==> src/hdl/owbm_pkg.sv <==
// ----------------------------------------------------------------------------
// owbm_pkg
// Shared types and constants of the one-wire bus master: transaction
// payloads, configuration set, request and drive codes, sequencer phases.
// ----------------------------------------------------------------------------
`default_nettype none

package owbm_pkg;

    // configuration registers
    localparam int CFG_W     = 10;
    localparam int CFG_IDX_W = 3;

    localparam logic [CFG_IDX_W-1:0] CFG_RESET_LOW_TIME    = 3'd0;
    localparam logic [CFG_IDX_W-1:0] CFG_PRESENCE_WAIT     = 3'd1;
    localparam logic [CFG_IDX_W-1:0] CFG_RESET_RECOVERY    = 3'd2;
    localparam logic [CFG_IDX_W-1:0] CFG_SHORT_LOW_TIME    = 3'd3;
    localparam logic [CFG_IDX_W-1:0] CFG_LONG_LOW_TIME     = 3'd4;
    localparam logic [CFG_IDX_W-1:0] CFG_SLOT_LENGTH       = 3'd5;
    localparam logic [CFG_IDX_W-1:0] CFG_READ_SAMPLE_DELAY = 3'd6;

    localparam logic [CFG_W-1:0] RST_RESET_LOW_TIME    = 10'd480;
    localparam logic [CFG_W-1:0] RST_PRESENCE_WAIT     = 10'd70;
    localparam logic [CFG_W-1:0] RST_RESET_RECOVERY    = 10'd410;
    localparam logic [CFG_W-1:0] RST_SHORT_LOW_TIME    = 10'd6;
    localparam logic [CFG_W-1:0] RST_LONG_LOW_TIME     = 10'd60;
    localparam logic [CFG_W-1:0] RST_SLOT_LENGTH       = 10'd70;
    localparam logic [CFG_W-1:0] RST_READ_SAMPLE_DELAY = 10'd9;

    // request codes
    localparam logic [2:0] REQ_NONE       = 3'd0;
    localparam logic [2:0] REQ_RESET      = 3'd1;
    localparam logic [2:0] REQ_WRITE_BYTE = 3'd2;
    localparam logic [2:0] REQ_READ_BYTE  = 3'd3;
    localparam logic [2:0] REQ_WRITE_BIT  = 3'd4;
    localparam logic [2:0] REQ_READ_BIT   = 3'd5;

    // line drive codes
    localparam logic [1:0] DRV_LOW  = 2'd0;
    localparam logic [1:0] DRV_HIGH = 2'd1;
    localparam logic [1:0] DRV_REL  = 2'd2;

    localparam logic [3:0] BITS_PER_BYTE = 4'd8;
    localparam logic [3:0] BITS_SINGLE   = 4'd1;

    typedef enum logic [2:0] {
        PH_IDLE,
        PH_RST_LOW,
        PH_RST_WAIT,
        PH_RST_REC,
        PH_BIT_LOW,
        PH_BIT_REL
    } phase_t;

    typedef struct packed {
        logic [2:0] req_type;
        logic [7:0] tx_data;
        logic       line_level;
    } owbm_in_t;

    typedef struct packed {
        logic [1:0] line_drive;
        logic       busy_res;
        logic       done_res;
        logic [7:0] rx_data;
        logic       presence;
    } owbm_out_t;

    typedef struct packed {
        logic [CFG_W-1:0] reset_low_time;
        logic [CFG_W-1:0] presence_wait;
        logic [CFG_W-1:0] reset_recovery;
        logic [CFG_W-1:0] short_low_time;
        logic [CFG_W-1:0] long_low_time;
        logic [CFG_W-1:0] slot_length;
        logic [CFG_W-1:0] read_sample_delay;
    } owbm_cfg_t;

endpackage

`default_nettype wire

==> src/hdl/owbm_cfg.sv <==
// ----------------------------------------------------------------------------
// owbm_cfg
// Timing register file of the one-wire bus master, written through a plain
// write port; writes to an index past the last register are dropped.
// ----------------------------------------------------------------------------
`default_nettype none

module owbm_cfg
    import owbm_pkg::*;
(
    input  wire logic                 clk,
    input  wire logic                 rst_n,
    input  wire logic                 cfg_we,
    input  wire logic [CFG_IDX_W-1:0] cfg_index,
    input  wire logic [CFG_W-1:0]     cfg_data,
    output owbm_cfg_t                 cfg
);

    owbm_cfg_t cfg_reg;
    owbm_cfg_t cfg_next;

    always_comb
    begin
        cfg_next = cfg_reg;
        if (cfg_we)
        begin
            unique case (cfg_index)
                CFG_RESET_LOW_TIME:    cfg_next.reset_low_time    = cfg_data;
                CFG_PRESENCE_WAIT:     cfg_next.presence_wait     = cfg_data;
                CFG_RESET_RECOVERY:    cfg_next.reset_recovery    = cfg_data;
                CFG_SHORT_LOW_TIME:    cfg_next.short_low_time    = cfg_data;
                CFG_LONG_LOW_TIME:     cfg_next.long_low_time     = cfg_data;
                CFG_SLOT_LENGTH:       cfg_next.slot_length       = cfg_data;
                CFG_READ_SAMPLE_DELAY: cfg_next.read_sample_delay = cfg_data;
                default:               cfg_next = cfg_reg;
            endcase
        end
    end

    always_ff @(posedge clk or negedge rst_n)
    begin
        if (!rst_n)
        begin
            cfg_reg.reset_low_time    <= RST_RESET_LOW_TIME;
            cfg_reg.presence_wait     <= RST_PRESENCE_WAIT;
            cfg_reg.reset_recovery    <= RST_RESET_RECOVERY;
            cfg_reg.short_low_time    <= RST_SHORT_LOW_TIME;
            cfg_reg.long_low_time     <= RST_LONG_LOW_TIME;
            cfg_reg.slot_length       <= RST_SLOT_LENGTH;
            cfg_reg.read_sample_delay <= RST_READ_SAMPLE_DELAY;
        end
        else
        begin
            cfg_reg <= cfg_next;
        end
    end

    assign cfg = cfg_reg;

endmodule

`default_nettype wire

==> src/hdl/owbm_step.sv <==
// ----------------------------------------------------------------------------
// owbm_step
// Bus sequencer: holds the command state and advances it by one tick per
// accepted transaction, producing that tick's result combinationally.
// ----------------------------------------------------------------------------
`default_nettype none

module owbm_step
    import owbm_pkg::*;
#(
    parameter int TIMER_BITS = 10
)
(
    input  wire logic      clk,
    input  wire logic      rst_n,
    input  wire logic      step_en,
    input  wire owbm_in_t  tick_in,
    input  wire owbm_cfg_t cfg,
    output owbm_out_t      result
);

    localparam int CMP_W = (TIMER_BITS > CFG_W + 1) ? TIMER_BITS : CFG_W + 1;

    phase_t                phase_reg,  phase_next;
    logic [TIMER_BITS-1:0] tick_reg,   tick_next;
    logic [3:0]            bit_idx_reg, bit_idx_next;
    logic [7:0]            shift_reg,  shift_next;
    logic                  pres_reg,   pres_next;
    logic [1:0]            drive_reg,  drive_next;
    logic [2:0]            op_reg,     op_next;

    logic [TIMER_BITS-1:0] tick_inc;
    logic [CFG_W-1:0]      low_time;
    logic [CFG_W:0]        rel_len;
    logic [CFG_W:0]        sample_end;
    logic [3:0]            nbits;
    logic                  is_rd;
    logic                  is_wr;
    logic                  start;

    always_comb
    begin
        phase_next   = phase_reg;
        tick_next    = tick_reg;
        bit_idx_next = bit_idx_reg;
        shift_next   = shift_reg;
        pres_next    = pres_reg;
        drive_next   = drive_reg;
        op_next      = op_reg;
        result       = '0;

        // command start, only from idle
        start = (phase_reg == PH_IDLE) && (tick_in.req_type >= REQ_RESET)
                && (tick_in.req_type <= REQ_READ_BIT);
        if (start)
        begin
            op_next      = tick_in.req_type;
            tick_next    = '0;
            bit_idx_next = '0;
            if (tick_in.req_type == REQ_RESET)
            begin
                pres_next  = 1'b0;
                phase_next = PH_RST_LOW;
            end
            else
            begin
                if (tick_in.req_type == REQ_WRITE_BYTE)
                    shift_next = tick_in.tx_data;
                else if (tick_in.req_type == REQ_WRITE_BIT)
                    shift_next = {7'b0, tick_in.tx_data[0]};
                else
                    shift_next = 8'h00;
                phase_next = PH_BIT_LOW;
            end
        end

        result.busy_res = (phase_next != PH_IDLE);

        is_rd = (op_next == REQ_READ_BYTE) || (op_next == REQ_READ_BIT);
        is_wr = (op_next == REQ_WRITE_BYTE) || (op_next == REQ_WRITE_BIT);
        nbits = ((op_next == REQ_WRITE_BYTE) || (op_next == REQ_READ_BYTE))
                ? BITS_PER_BYTE : BITS_SINGLE;

        // slot timing of the current bit
        low_time   = (is_wr && !shift_next[0]) ? cfg.long_low_time : cfg.short_low_time;
        sample_end = (CFG_W+1)'(cfg.read_sample_delay) + 1'b1;
        if (cfg.slot_length > low_time)
            rel_len = (CFG_W+1)'(cfg.slot_length - low_time);
        else
            rel_len = (CFG_W+1)'(1);
        if (is_rd && (rel_len < sample_end))
            rel_len = sample_end;

        tick_inc = tick_next + 1'b1;

        unique case (phase_next)
            PH_IDLE:
            begin
            end
            PH_RST_LOW:
            begin
                drive_next = DRV_LOW;
                tick_next  = tick_inc;
                if (CMP_W'(tick_inc) >= CMP_W'(cfg.reset_low_time))
                begin
                    phase_next = PH_RST_WAIT;
                    tick_next  = '0;
                end
            end
            PH_RST_WAIT:
            begin
                drive_next = DRV_REL;
                tick_next  = tick_inc;
                if (CMP_W'(tick_inc) >= CMP_W'(cfg.presence_wait))
                begin
                    phase_next = PH_RST_REC;
                    tick_next  = '0;
                end
            end
            PH_RST_REC:
            begin
                drive_next = DRV_REL;
                // first recovery tick samples presence
                if (tick_next == '0)
                    pres_next = ~tick_in.line_level;
                tick_next = tick_inc;
                if (CMP_W'(tick_inc) >= CMP_W'(cfg.reset_recovery))
                begin
                    phase_next      = PH_IDLE;
                    tick_next       = '0;
                    result.done_res = 1'b1;
                end
            end
            PH_BIT_LOW:
            begin
                drive_next = DRV_LOW;
                tick_next  = tick_inc;
                if (CMP_W'(tick_inc) >= CMP_W'(low_time))
                begin
                    phase_next = PH_BIT_REL;
                    tick_next  = '0;
                end
            end
            PH_BIT_REL:
            begin
                drive_next = DRV_REL;
                if (is_rd && (CMP_W'(tick_next) == CMP_W'(cfg.read_sample_delay)))
                begin
                    if (op_next == REQ_READ_BYTE)
                        shift_next = {tick_in.line_level, shift_next[7:1]};
                    else
                        shift_next = {7'b0, tick_in.line_level};
                end
                tick_next = tick_inc;
                if (CMP_W'(tick_inc) >= CMP_W'(rel_len))
                begin
                    if (is_wr)
                        shift_next = shift_next >> 1;
                    bit_idx_next = bit_idx_next + 1'b1;
                    tick_next    = '0;
                    if (bit_idx_next >= nbits)
                    begin
                        phase_next      = PH_IDLE;
                        result.done_res = 1'b1;
                    end
                    else
                    begin
                        phase_next = PH_BIT_LOW;
                    end
                end
            end
            default:
            begin
                phase_next = PH_IDLE;
                drive_next = DRV_REL;
            end
        endcase

        result.line_drive = drive_next;
        result.presence   = pres_next;
        result.rx_data    = ((phase_next == PH_IDLE) && is_rd) ? shift_next : 8'h00;
    end

    always_ff @(posedge clk or negedge rst_n)
    begin
        if (!rst_n)
        begin
            phase_reg   <= PH_IDLE;
            tick_reg    <= '0;
            bit_idx_reg <= '0;
            shift_reg   <= '0;
            pres_reg    <= 1'b0;
            drive_reg   <= DRV_REL;
            op_reg      <= REQ_NONE;
        end
        else if (step_en)
        begin
            phase_reg   <= phase_next;
            tick_reg    <= tick_next;
            bit_idx_reg <= bit_idx_next;
            shift_reg   <= shift_next;
            pres_reg    <= pres_next;
            drive_reg   <= drive_next;
            op_reg      <= op_next;
        end
    end

endmodule

`default_nettype wire

==> src/hdl/one_wire_bus_master.sv <==
// ----------------------------------------------------------------------------
// one_wire_bus_master
// Single-wire bus master sequencer, advanced by one microsecond tick per
// input transaction, with one result transaction per tick.
// ----------------------------------------------------------------------------
// Every input transaction is one timing tick carrying an optional command
// (reset with presence detect, write or read of a byte, write or read of a
// bit) and the sampled line level. Commands are taken only while idle; one
// arriving while busy, or an unused request code, is ignored. Bytes go least
// significant bit first. Each tick yields exactly one result: the line drive
// (low or released, never driven high), busy, a one-tick done flag, the read
// data (valid while idle after a read, zero otherwise) and the presence flag
// of the last bus reset. A tick is taken in every clock cycle without
// back-pressure: the whole sequencer step is one pass of combinational
// logic from the state registers into the output register. in_ready drops
// only while the output register holds a result out_ready has not taken.
// The user is to write the timing registers through the cfg port while no
// command is running, not enforced by the block; writes take effect at once.
// ----------------------------------------------------------------------------
`default_nettype none

module one_wire_bus_master
    import owbm_pkg::*;
#(
    parameter int TIMER_BITS = 10   // width of the tick counter, 9 to 16
)
(
    input  wire logic                 clk,
    input  wire logic                 rst_n,
    // tick transactions in
    input  wire logic                 in_valid,
    output      logic                 in_ready,
    input  wire owbm_in_t             in_data,
    // result transactions out
    output      logic                 out_valid,
    input  wire logic                 out_ready,
    output      owbm_out_t            out_data,
    // timing register write port
    input  wire logic                 cfg_we,
    input  wire logic [CFG_IDX_W-1:0] cfg_index,
    input  wire logic [CFG_W-1:0]     cfg_data
);

    owbm_cfg_t cfg;
    owbm_out_t step_result;
    logic      in_accept;

    logic      out_valid_reg, out_valid_next;
    owbm_out_t out_data_reg;

    owbm_cfg u_cfg (
        .clk       (clk),
        .rst_n     (rst_n),
        .cfg_we    (cfg_we),
        .cfg_index (cfg_index),
        .cfg_data  (cfg_data),
        .cfg       (cfg)
    );

    // sequencer state moves only when a tick is accepted
    owbm_step #(
        .TIMER_BITS (TIMER_BITS)
    ) u_step (
        .clk     (clk),
        .rst_n   (rst_n),
        .step_en (in_accept),
        .tick_in (in_data),
        .cfg     (cfg),
        .result  (step_result)
    );

    // output register frees up in the same cycle it is read
    assign in_ready  = !out_valid_reg || out_ready;
    assign in_accept = in_valid && in_ready;

    always_comb
    begin
        if (in_accept)
            out_valid_next = 1'b1;
        else if (out_ready)
            out_valid_next = 1'b0;
        else
            out_valid_next = out_valid_reg;
    end

    always_ff @(posedge clk or negedge rst_n)
    begin
        if (!rst_n)
            out_valid_reg <= 1'b0;
        else
            out_valid_reg <= out_valid_next;
    end

    // payload needs no reset
    always_ff @(posedge clk)
    begin
        if (in_accept)
            out_data_reg <= step_result;
    end

    assign out_valid = out_valid_reg;
    assign out_data  = out_data_reg;

endmodule

`default_nettype wire

==> config.mk <==
export PLATFORM = sky130hd
export DESIGN_NAME = one_wire_bus_master
export DESIGN_NICKNAME = d
export VERILOG_FILES = /design/src/hdl/owbm_pkg.sv /design/src/hdl/owbm_cfg.sv /design/src/hdl/owbm_step.sv /design/src/hdl/one_wire_bus_master.sv
export SDC_FILE = /design/constraint.sdc
export NUM_CORES = 1
export LEC_CHECK = 0
export ABC_AREA = 1
export BUFFER_PORTS_ARGS = -buffer_cell sky130_fd_sc_hd__buf_2
export CAP_MARGIN = 10
export CORE_UTILIZATION = 30
export DETAILED_ROUTE_END_ITERATION = 16
export HOLD_SLACK_MARGIN = 0.15
export PLACE_DENSITY = 0.53
export SYNTH_ARGS = -nofsm -noshare
export SYNTH_HDL_FRONTEND = slang
export SYNTH_SLANG_ARGS = --single-unit
==> constraint.sdc <==
create_clock -name clk -period 16.9 [get_ports clk]
set_input_delay 1.69 -clock clk [delete_from_list [all_inputs] [get_ports clk]]
set_output_delay 1.69 -clock clk [all_outputs]
set_load 0.01 [all_outputs]
# Word level (Yosys, flattened, before mapping)
# Index checks and enable logic that the tools add are counted.
dict set report word_totals {
  output_inout_bits 15
  elab_cells 126
  register_bits 115
  input_bits 30
}
dict set report op_classes {
  n_addsub 4
  reduce_logical 28
  n_eq_ne 19
  bitwise_logic 1
  order_cmp 10
  muxes 44
}
# cell n
set ops {}
lappend ops {{$mux 10} 7}
lappend ops {{$mux 8} 8}
lappend ops {{$pmux 10 s5} 1}
lappend ops {{$ge 10x10->1} 4}
lappend ops {{$mux 3} 9}
lappend ops {{$eq 3x3->1 const B} 8}
lappend ops {{$mux 11} 2}
lappend ops {{$eq 3x2->1 const B} 7}
lappend ops {{$pmux 3 s6} 1}
lappend ops {{$mux 4} 4}
lappend ops {{$reduce_and 2->1} 7}
lappend ops {{$logic_not 3->1} 4}
lappend ops {{$add 10x1->11 const B} 1}
lappend ops {{$ge 10x11->1} 1}
lappend ops {{$lt 11x11->1} 1}
lappend ops {{$sub 10x10->11} 1}
lappend ops {{$add 10x1->10 const B} 1}
lappend ops {{$eq 10x10->1} 1}
lappend ops {{$gt 10x10->1} 1}
lappend ops {{$logic_not 10->1} 1}
lappend ops {{$mux 1} 10}
lappend ops {{$eq 3x1->1 const B} 3}
lappend ops {{$logic_and 1x1->1} 7}
lappend ops {{$add 4x1->4 const B} 1}
lappend ops {{11 further kinds} 15}

# Longest topological paths before layout
# Gate-level depths: netlist of the first run.
dict set report depth {
  depth_word 18
  depth_mapped 55
  ltp_nobuf 52
}

# By module
# A second synthesis of the first run with hierarchy kept.
dict set report hier_totals {
  hier_cells 1146
  hier_area_um2 8569.5
}
# mod seq_area_each_um2 n_inst area_each_um2 cells_per_inst
set by_module_without_submodules {}
lappend by_module_without_submodules {owbm_step 777.0 1 5313.8 814}
lappend by_module_without_submodules {owbm_cfg 1780.5 1 2820.2 313}
lappend by_module_without_submodules {one_wire_bus_master 415.4 1 435.4 19}

# Worst setup path before layout of the first run
# No wires, ideal clock.
dict set report synth_path {
  kind {input-to-reg}
  startpoint {in in_data[10] (netlist bit)}
  endpoint {reg out_data_reg, in the netlist out_data[8], data pin}
  stages 48
  t_required_ns 16.639
  arrival_ns 7.729
  path_slack_ns 8.910
  setup_ns 0.261
  path_buffers 5
  path_cell_list {buf_6 > nor2_2 > nand2_2 > nand3_4 > buf_6 > nand2_2 > nand2_1 > nand2_2 > nand2_4 > nand3_4 > buf_6 > or2_2 > o21ai_0 > inv_1 > fa_1 > o21ai_0 > nand3_1 > a31oi_1 > (+12 left out) > clkbuf_1 > o21ai_0 > ha_1 > a21oi_1 > o21ai_0 > and2_1 > o21ai_0 > nand2_1 > a21oi_1 > o2111ai_1 > a21o_1 > clkbuf_2 > nand3_4 > nand2_4 > nand2_2 > nor2_4 > nand2_4 > nor2_2}
}
dict set report synth_between {
  elab_chain_cells 18
  word_cells_on_any_way 63
  classes_between {3 x add/sub; 10 x order compare; 13 x eq/ne; 25 x mux; 12 x reduce/logical}
}
# item line
set synth_lines {}
lappend synth_lines {{from (decl)} one_wire_bus_master.sv:33} ;# input wire owbm_in_t in_data,
lappend synth_lines {{$ge 3x1->1 or $eq 3x3->1 (tied branches)} {owbm_step.sv:53, owbm_step.sv:69}}
lappend synth_lines {{$logic_and 1x1->1 or $mux 1 (tied branches)} {owbm_step.sv:53, owbm_step.sv:69}}
lappend synth_lines {{$logic_and 1x1->1 or $mux 8 (tied branches)} {owbm_step.sv:54, owbm_step.sv:67}}
lappend synth_lines {{$mux 3 or $mux 8 (tied branches)} {owbm_step.sv:55, owbm_step.sv:60}}
lappend synth_lines {{$eq 3x2->1 (tied with other cells)} {owbm_step.sv:80, owbm_step.sv:81}}
lappend synth_lines {{$logic_or 1x1->1 or $logic_not 1->1 (tied branches)} {owbm_step.sv:80, owbm_step.sv:85}}
lappend synth_lines {{$logic_and 1x1->1} owbm_step.sv:85} ;# low_time = (is_wr && !shift_next[0]) ? cfg.long_low_time : cfg.short_low_time;
lappend synth_lines {{$mux 10} owbm_step.sv:85}
lappend synth_lines {{(+2 left out)} -}
lappend synth_lines {{$lt 11x11->1} owbm_step.sv:91} ;# if (is_rd && (rel_len < sample_end))
lappend synth_lines {{$logic_and 1x1->1} owbm_step.sv:91}
lappend synth_lines {{$mux 11} owbm_step.sv:91}
lappend synth_lines {{$ge 10x11->1} owbm_step.sv:155} ;# if (CMP_W'(tick_inc) >= CMP_W'(rel_len))
lappend synth_lines {{$mux 3} owbm_step.sv:155}
lappend synth_lines {{$pmux 3 s6} owbm_step.sv:96} ;# unique case (phase_next)
lappend synth_lines {{$logic_not 3->1} owbm_step.sv:181} ;# result.rx_data = ((phase_next == PH_IDLE) && is_rd) ? shift_next : 8'h00;
lappend synth_lines {{$logic_and 1x1->1} owbm_step.sv:181}
lappend synth_lines {{to (signal assigned)} one_wire_bus_master.sv:98} ;# out_data_reg <= step_result;
lappend synth_lines {{to (decl)} one_wire_bus_master.sv:49} ;# owbm_out_t out_data_reg;
# Parallel ways exist; a longest one is shown, timed or not.
# A chain may end at the register's enable or synchronous reset.

# Worst setup path in the final report of the first run
dict set report layout_path {
  startpoint {in in_data[9] (netlist bit)}
  endpoint {reg out_data_reg, in the netlist out_data[3], data pin}
}
# The elaborated chain is that of the path after synthesis.

==> results of run 1 <==
metal layers:
| layer | share of wire (%) | up-vias | GRT usage (%) |
|---|---|---|---|
| li1 | - | 3661 | - |
| met1 | 51 | 3283 | 23.5 |
| met2 | 44 | 126 | 25.5 |
| met3 | 3.4 | 22 | 3.24 |
| met4 | 1.7 | 0 | 5.18 |
| met5 | 0 | - | 0 |
per-stage QoR:
step / util [%] / hold WS [ps] / power, mW
after CTS: 34.6 / 481 / 1.81
after global routing: 34.6 / 496 / 1.99
final: 34.6 / 483 / 1.80
after global placement: 32.6 / 464 / 1.46
after detailed placement: 32.6 / 463 / 1.46
after floorplan: - / 443 / 1.21
final timing paths:
check	from	to	slack, ps	cells past startpoint
worst max-delay path	in_data[9]	out_data[3]	8230	49
worst min-delay path	u_step.shift_reg[6]	u_step.shift_reg[6]	480	2
worst max register to register	u_step.phase_reg[2]	out_data[3]	9100	49
worst min register to register	u_step.shift_reg[6]	u_step.shift_reg[6]	480	2
max in group asynchronous	rst_n	u_cfg.cfg[21]	14400	2
min in group asynchronous	rst_n	u_step.drive_reg[0]	1210	1
worst reg2reg max path, delay by kind of cell, from the launching register on:
family	cells	cell delay, ps
AO/OA/AOI/OAI	14	2260
adder cells (fa/ha/maj)	3	880
flip-flops	1	400
AND/OR/NAND/NOR	23	2910
buffers and inverters	9	1120
layout make-up:
class / count / share of cell area (%)
Sequential cell: 115 / 31.8
Inverter: 169 / 6.78
Clock buffer: 19 / 4.74
Multi-Input combinational cell: 786 / 48.4
Clock inverter: 13 / 1.07
Timing Repair Buffer: 48 / 2.70
Tap cell: 341 / 4.56
cell usage in the layout (no fill, tap or decap), types with 23 or more instances in the layout:
| cell | n |
|---|---|
| a21oi_1 | 31 |
| buf_2 | 43 |
| dfrtp_1 | 78 |
| dfstp_2 | 24 |
| ha_1 | 73 |
| inv_1 | 164 |
| nand2_1 | 280 |
| nand3_1 | 34 |
| nand4_1 | 23 |
| nor2_1 | 61 |
| o21ai_0 | 143 |
where the power goes:
group          switching [mW]  internal, mW
Combinational           0.695         0.368
Clock                   0.143         0.193
Sequential             0.0464         0.355
logic make-up after synthesis:
kind of cell,Yosys count,share of synthesized area [%]
XOR/XNOR,26,2.75
AO/OA/AOI/OAI,219,14.6
multiplexers,6,0.725
buffers and inverters,200,9.46
adder cells (fa/ha/maj),74,11.3
AND/OR/NAND/NOR,461,25.3
flip-flops,115,35.9
==> impl_metrics.tcl, run 1 <==
set metrics [dict create \
    clock_latency_ps 430 \
    cts_max_level 4 \
    critPathMaxFanout 22 \
    placed_area_um2 8810 \
    num-nets-final 1241 \
    yosysUniqueCellTypes 53 \
    crit_buf_inv 10 \
    worstPathRequired_ps 17070 \
    relSlewSlack_pct 38.0 \
    grtUsageTotal_pct 16.6 \
    crit_family "simple AND/OR/NAND/NOR gates" \
    wl_per_cell_um 14.9 \
    ff_latch_area_um2 2970 \
    final.setup.tns_ps 0 \
    max_cap_viol_count 0 \
    ioPinCount 45 \
    cts_buffer_depth 2 \
    drive_gt1_share_pct 13.5 \
    postRouteAntennaNets 0 \
    synthArstFlopShare_pct 88.7 \
    drc 0 \
    synth_seq_cells 115 \
    vias_per_cell 4.76 \
    fmaxAchievable_mhz 115 \
    seq_area_frac_synth_pct 35.9 \
    design.core.area_um2 27000 \
    dieArea_um2 28300 \
    synth_edf_count 13 \
    cts_root_buf "clkbuf_16" \
    initial_core_util_pct 30.6 \
    grt_pass1_wl_um 36300 \
    cts_tree "done" \
    ir_drop_mv 0.0775 \
    die_x_um 168 \
    dr.pass1.iters 5 \
    wirelength_um 22200 \
    finalCritPeriodShare_pct 51.3 \
    drt_iter0_markers 514 \
    pre_cts_ws_ps 7870 \
    antenna_found_initial 0 \
    overflow 0 \
    crit_top_cell "inv_1" \
    cpPeakStageDelay_ps 340 \
    io_buffers 44 \
    hpwl_um 16600 \
    place_inst 1459 \
    cts_sinks 115 \
    gp_congestion 0.877 \
    cts_buffers 17 \
    synth_fp_nets 1205 \
    multi_input_area_um2 4520 \
    die_h_um 168 \
    grt_max_degree 74 \
    crit_type "in -> reg" \
    largest_reg_flops 70 \
    grt_pass1_vias 6612 \
    worstHoldPathType "reg -> reg" \
    skew_ps 12.8 \
    p_leak_nw 4.64 \
    start_kind "primary input" \
    areaGrowthSynthToFinish_pct 13.0 \
    slew_violations 0 \
    yosys_warnings 0 \
    cp_data_arrival_time_ps 8850 \
    synth_top_area_cell "dfrtp_1" \
    synthTopCellsByCount "280 x nand2_1, 164 x inv_1, 143 x o21ai_0" \
    final_area_um2 9350 \
    fillers 2902 \
    hold_viol 0 \
    synth_flop_cell "dfrtp_1" \
    syn_area_per_cell_um2 7.52 \
    fp-row-count 60 \
    layout.cells.non_filler 1491 \
    cpMaxStageDelayCell "or2_2" \
    vias 7092 \
    ctsHoldBuffers 0 \
    powerDensity_nw_per_um2 193 \
    cts_resized 0 \
    setup_slack_ps 8230 \
    synth.top_cell.area_share_pct 23.6 \
    cts_setup_buffers 0 \
    setup_viol 0 \
    syn-instance-count 1101 \
    clk_pin_slew_ps 50 \
    syn_area_um2 8280 \
    synth_most_common_cell "nand2_1" \
    synthTopCellsByArea "dfrtp_1 24%, nand2_1 13%, ha_1 11%" \
    status "finished, final reports clean" \
    worst_pin_slew_ps 930 \
    period_minus_slack_ps 8670 \
    n_antenna_cell 0 \
    end_kind "flip-flop" \
    grt_setup_unrepaired "no" \
]
(Power assumes the default switching activity.)
==> run 2: changes to the inputs <==
--- a/config.mk
+++ b/config.mk
@@ -5,7 +5,7 @@
 export SDC_FILE = /design/constraint.sdc
 export NUM_CORES = 1
 export LEC_CHECK = 0
-export ABC_AREA = 1
+export ABC_AREA = 0
 export BUFFER_PORTS_ARGS = -buffer_cell sky130_fd_sc_hd__buf_2
 export CAP_MARGIN = 10
 export CORE_UTILIZATION = 30
==> constraint.sdc (replaced) <==
create_clock -name clk -period 8 [get_ports clk]
set_input_delay 0.8 -clock clk [delete_from_list [all_inputs] [get_ports clk]]
set_output_delay 0.8 -clock clk [all_outputs]
set_load 0.01 [all_outputs]
==> run 2 against run 1 <==
  * Global-route usage grew 0.80 points
  * Die area grew 1.9%
  * Register-to-register slack lost 8500 ps
  * Count of clock-buffer cells in the layout grew 4
  * Sequential power grew 120%
  * Critical endpoint is now out_data[7]
  * Largest cell class unchanged
  * Highest routed layer unchanged
==> impl_metrics.tcl, run 2 <==
set metrics [dict create \
    status "finished, final reports clean" \
    final_cell_mix "90 x nand2_1, 76 x dfrtp_1, 73 x ha_1" \
    cpMaxStageDelayCell "a2111o_2" \
    fmaxAchievable_mhz 135 \
    die_h_um 170 \
    end_kind "flip-flop" \
    period_minus_slack_ps 7400 \
    crit_family "compound AO/OA/AOI/OAI gates" \
    worstHoldPathType "in -> async" \
    synth_flop_cell "dfrtp_1" \
    cts_max_level 4 \
    relSlewSlack_pct 29.6 \
    dieArea_um2 28800 \
    fp-row-count 61 \
    skew_ps 11.4 \
    initial_core_util_pct 30.5 \
    n_antenna_cell 0 \
    crit_buf_inv 3 \
    clock_latency_ps 420 \
    ioPinCount 45 \
    syn_area_um2 8440 \
    crit_top_cell "o21ai_0" \
    pre_cts_ws_ps 86.6 \
    gp_congestion 0.897 \
    finalCritPeriodShare_pct 92.5 \
    synthArstFlopShare_pct 88.7 \
    num-nets-final 1047 \
    ir_drop_mv 0.171 \
    rrSetupSlack_ps 640 \
    drc 0 \
    synth_top_area_cell "dfrtp_1" \
    cts_buffer_depth 2 \
    vias_per_cell 5.14 \
    placed_area_um2 9130 \
    synth_edf_count 13 \
    worst_pin_slew_ps 1050 \
    grt_pass1_wl_um 38300 \
    r2r_start "u_step.phase_reg[0]" \
    start_kind "primary input" \
    overflow 0 \
    die_x_um 170 \
    wl_per_cell_um 18.0 \
    cts_resized 0 \
    ctsHoldBuffers 0 \
    grt_setup_unrepaired "no" \
    syn-instance-count 901 \
    grtUsageTotal_pct 17.4 \
    drt_iter0_markers 530 \
    yosys_warnings 0 \
    worstPathRequired_ps 8270 \
    cts_sinks 115 \
    cts_buffers 17 \
    yosysUniqueCellTypes 85 \
    max_cap_viol_count 0 \
    drive_gt1_share_pct 21.7 \
    syn_area_per_cell_um2 9.36 \
    design.core.area_um2 27700 \
    synth_most_common_cell "nand2_1" \
    seq_area_frac_synth_pct 35.2 \
    p_leak_nw 4.19 \
    synth_fp_nets 1005 \
    antenna_found_initial 0 \
    setup_slack_ps 602 \
    cts_setup_buffers 0 \
    cp_data_arrival_time_ps 7660 \
    setup_viol 0 \
    grt_pass1_vias 6793 \
    io_buffers 44 \
    grt_max_degree 68 \
    vias 6862 \
    synth_seq_cells 115 \
    slew_violations 0 \
    synthTopCellsByCount "90 x nand2_1, 78 x dfrtp_1, 73 x ha_1" \
    powerDensity_nw_per_um2 393 \
    postRouteAntennaNets 0 \
    critPathMaxFanout 13 \
    crit_start "in_data[11]" \
    synthTopCellsByArea "dfrtp_1 23%, ha_1 11%, dfstp_2 7.5%" \
    cts_root_buf "clkbuf_16" \
    dr.pass1.iters 5 \
    largest_reg_flops 70 \
    final_area_um2 9740 \
    hold_viol 0 \
    areaGrowthSynthToFinish_pct 15.5 \
    final_common_cell "nand2_1" \
    cpPeakStageDelay_ps 610 \
    cts_tree "done" \
    clk_pin_slew_ps 60 \
    synth.top_cell.area_share_pct 23.1 \
    hpwl_um 17700 \
    crit_type "in -> reg" \
    wirelength_um 24000 \
    final.setup.tns_ps 0 \
]
[run 2: cell count changes in the layout (fill, tap and decap cells not counted), moves of 10 or more]
cell and delta:
mux2i_1 +19, nand2b_1 +12, buf_4 +19, mux2_2 +48, o21ai_0 -71, nand2_2 -14
and3_1 +13, a21oi_1 +13, a21o_1 +13, nand2_1 -190, inv_1 -112, nand4_1 -18
a22o_1 +10
[run 2: worst paths after layout]
kind / cells past startpoint / end
setup / recovery: 34 / out_data[7]
hold / removal: 1 / u_cfg.cfg[21]
setup reg to reg: 32 / out_data[7]
hold reg to reg: 2 / u_step.drive_reg[1]
max in group asynchronous: 2 / u_step.tick_reg[6]
min in group clk: 2 / u_step.drive_reg[1]
[run 2: power breakdown]
| part | switching, mW | internal, mW | total, mW |
|---|---|---|---|
| Sequential | 0.140 | 0.748 | 0.889 |
| Combinational | 1.26 | 0.912 | 2.17 |
| Clock | 0.290 | 0.474 | 0.764 |
[run 2: cell families after synthesis]
| logic type | count (synthesis) | synth area share [%] |
|---|---|---|
| buf+inv | 97 | 4.60 |
| simple gates | 259 | 15.8 |
| xor+xnor | 30 | 3.37 |
| fa+ha+maj | 74 | 11.1 |
| flops | 115 | 35.2 |
| mux | 73 | 9.37 |
| compound gates | 253 | 20.6 |
[run 2: metrics by stage]
step | total power [mW] | utilization [%] | hold slack (ps) | cells
final | 3.83 | 35.2 | 334 | 1334
after detailed placement | 3.04 | 33.0 | 465 | 1301
after CTS | 3.84 | 35.1 | 353 | 1333
after floorplan | 2.46 | - | 441 | 901
after global placement | 3.04 | 33.0 | 456 | 1301
after global routing | 4.15 | 35.2 | 378 | 1334
[run 2: worst reg2reg max path: cells and delay by family (launching register included)]
family / cells / cell delay [ps]
fa+ha+maj: 4 / 1130
buf+inv: 1 / 200
flops: 1 / 510
mux: 1 / 380
compound gates: 18 / 3770
xor+xnor: 1 / 160
simple gates: 7 / 1090
[run 2: area by class of cell]
type	count	area [um2]
flip-flops and latches	115	2980
repair buffers	68	400
well taps	378	473
fillers	2811	18000
inverters	52	195
multi-input cells	689	5110
clock buffers	23	499
clock inverters	9	90.1
[run 2: per-layer routing]
layer | up-vias | track usage [%] | share of wire [%]
met5 | - | 0 | 0
met4 | 0 | 4.70 | 1.7
met3 | 25 | 3.10 | 3.7
met2 | 126 | 28.0 | 46
met1 | 3325 | 23.9 | 49
li1 | 3386 | - | -
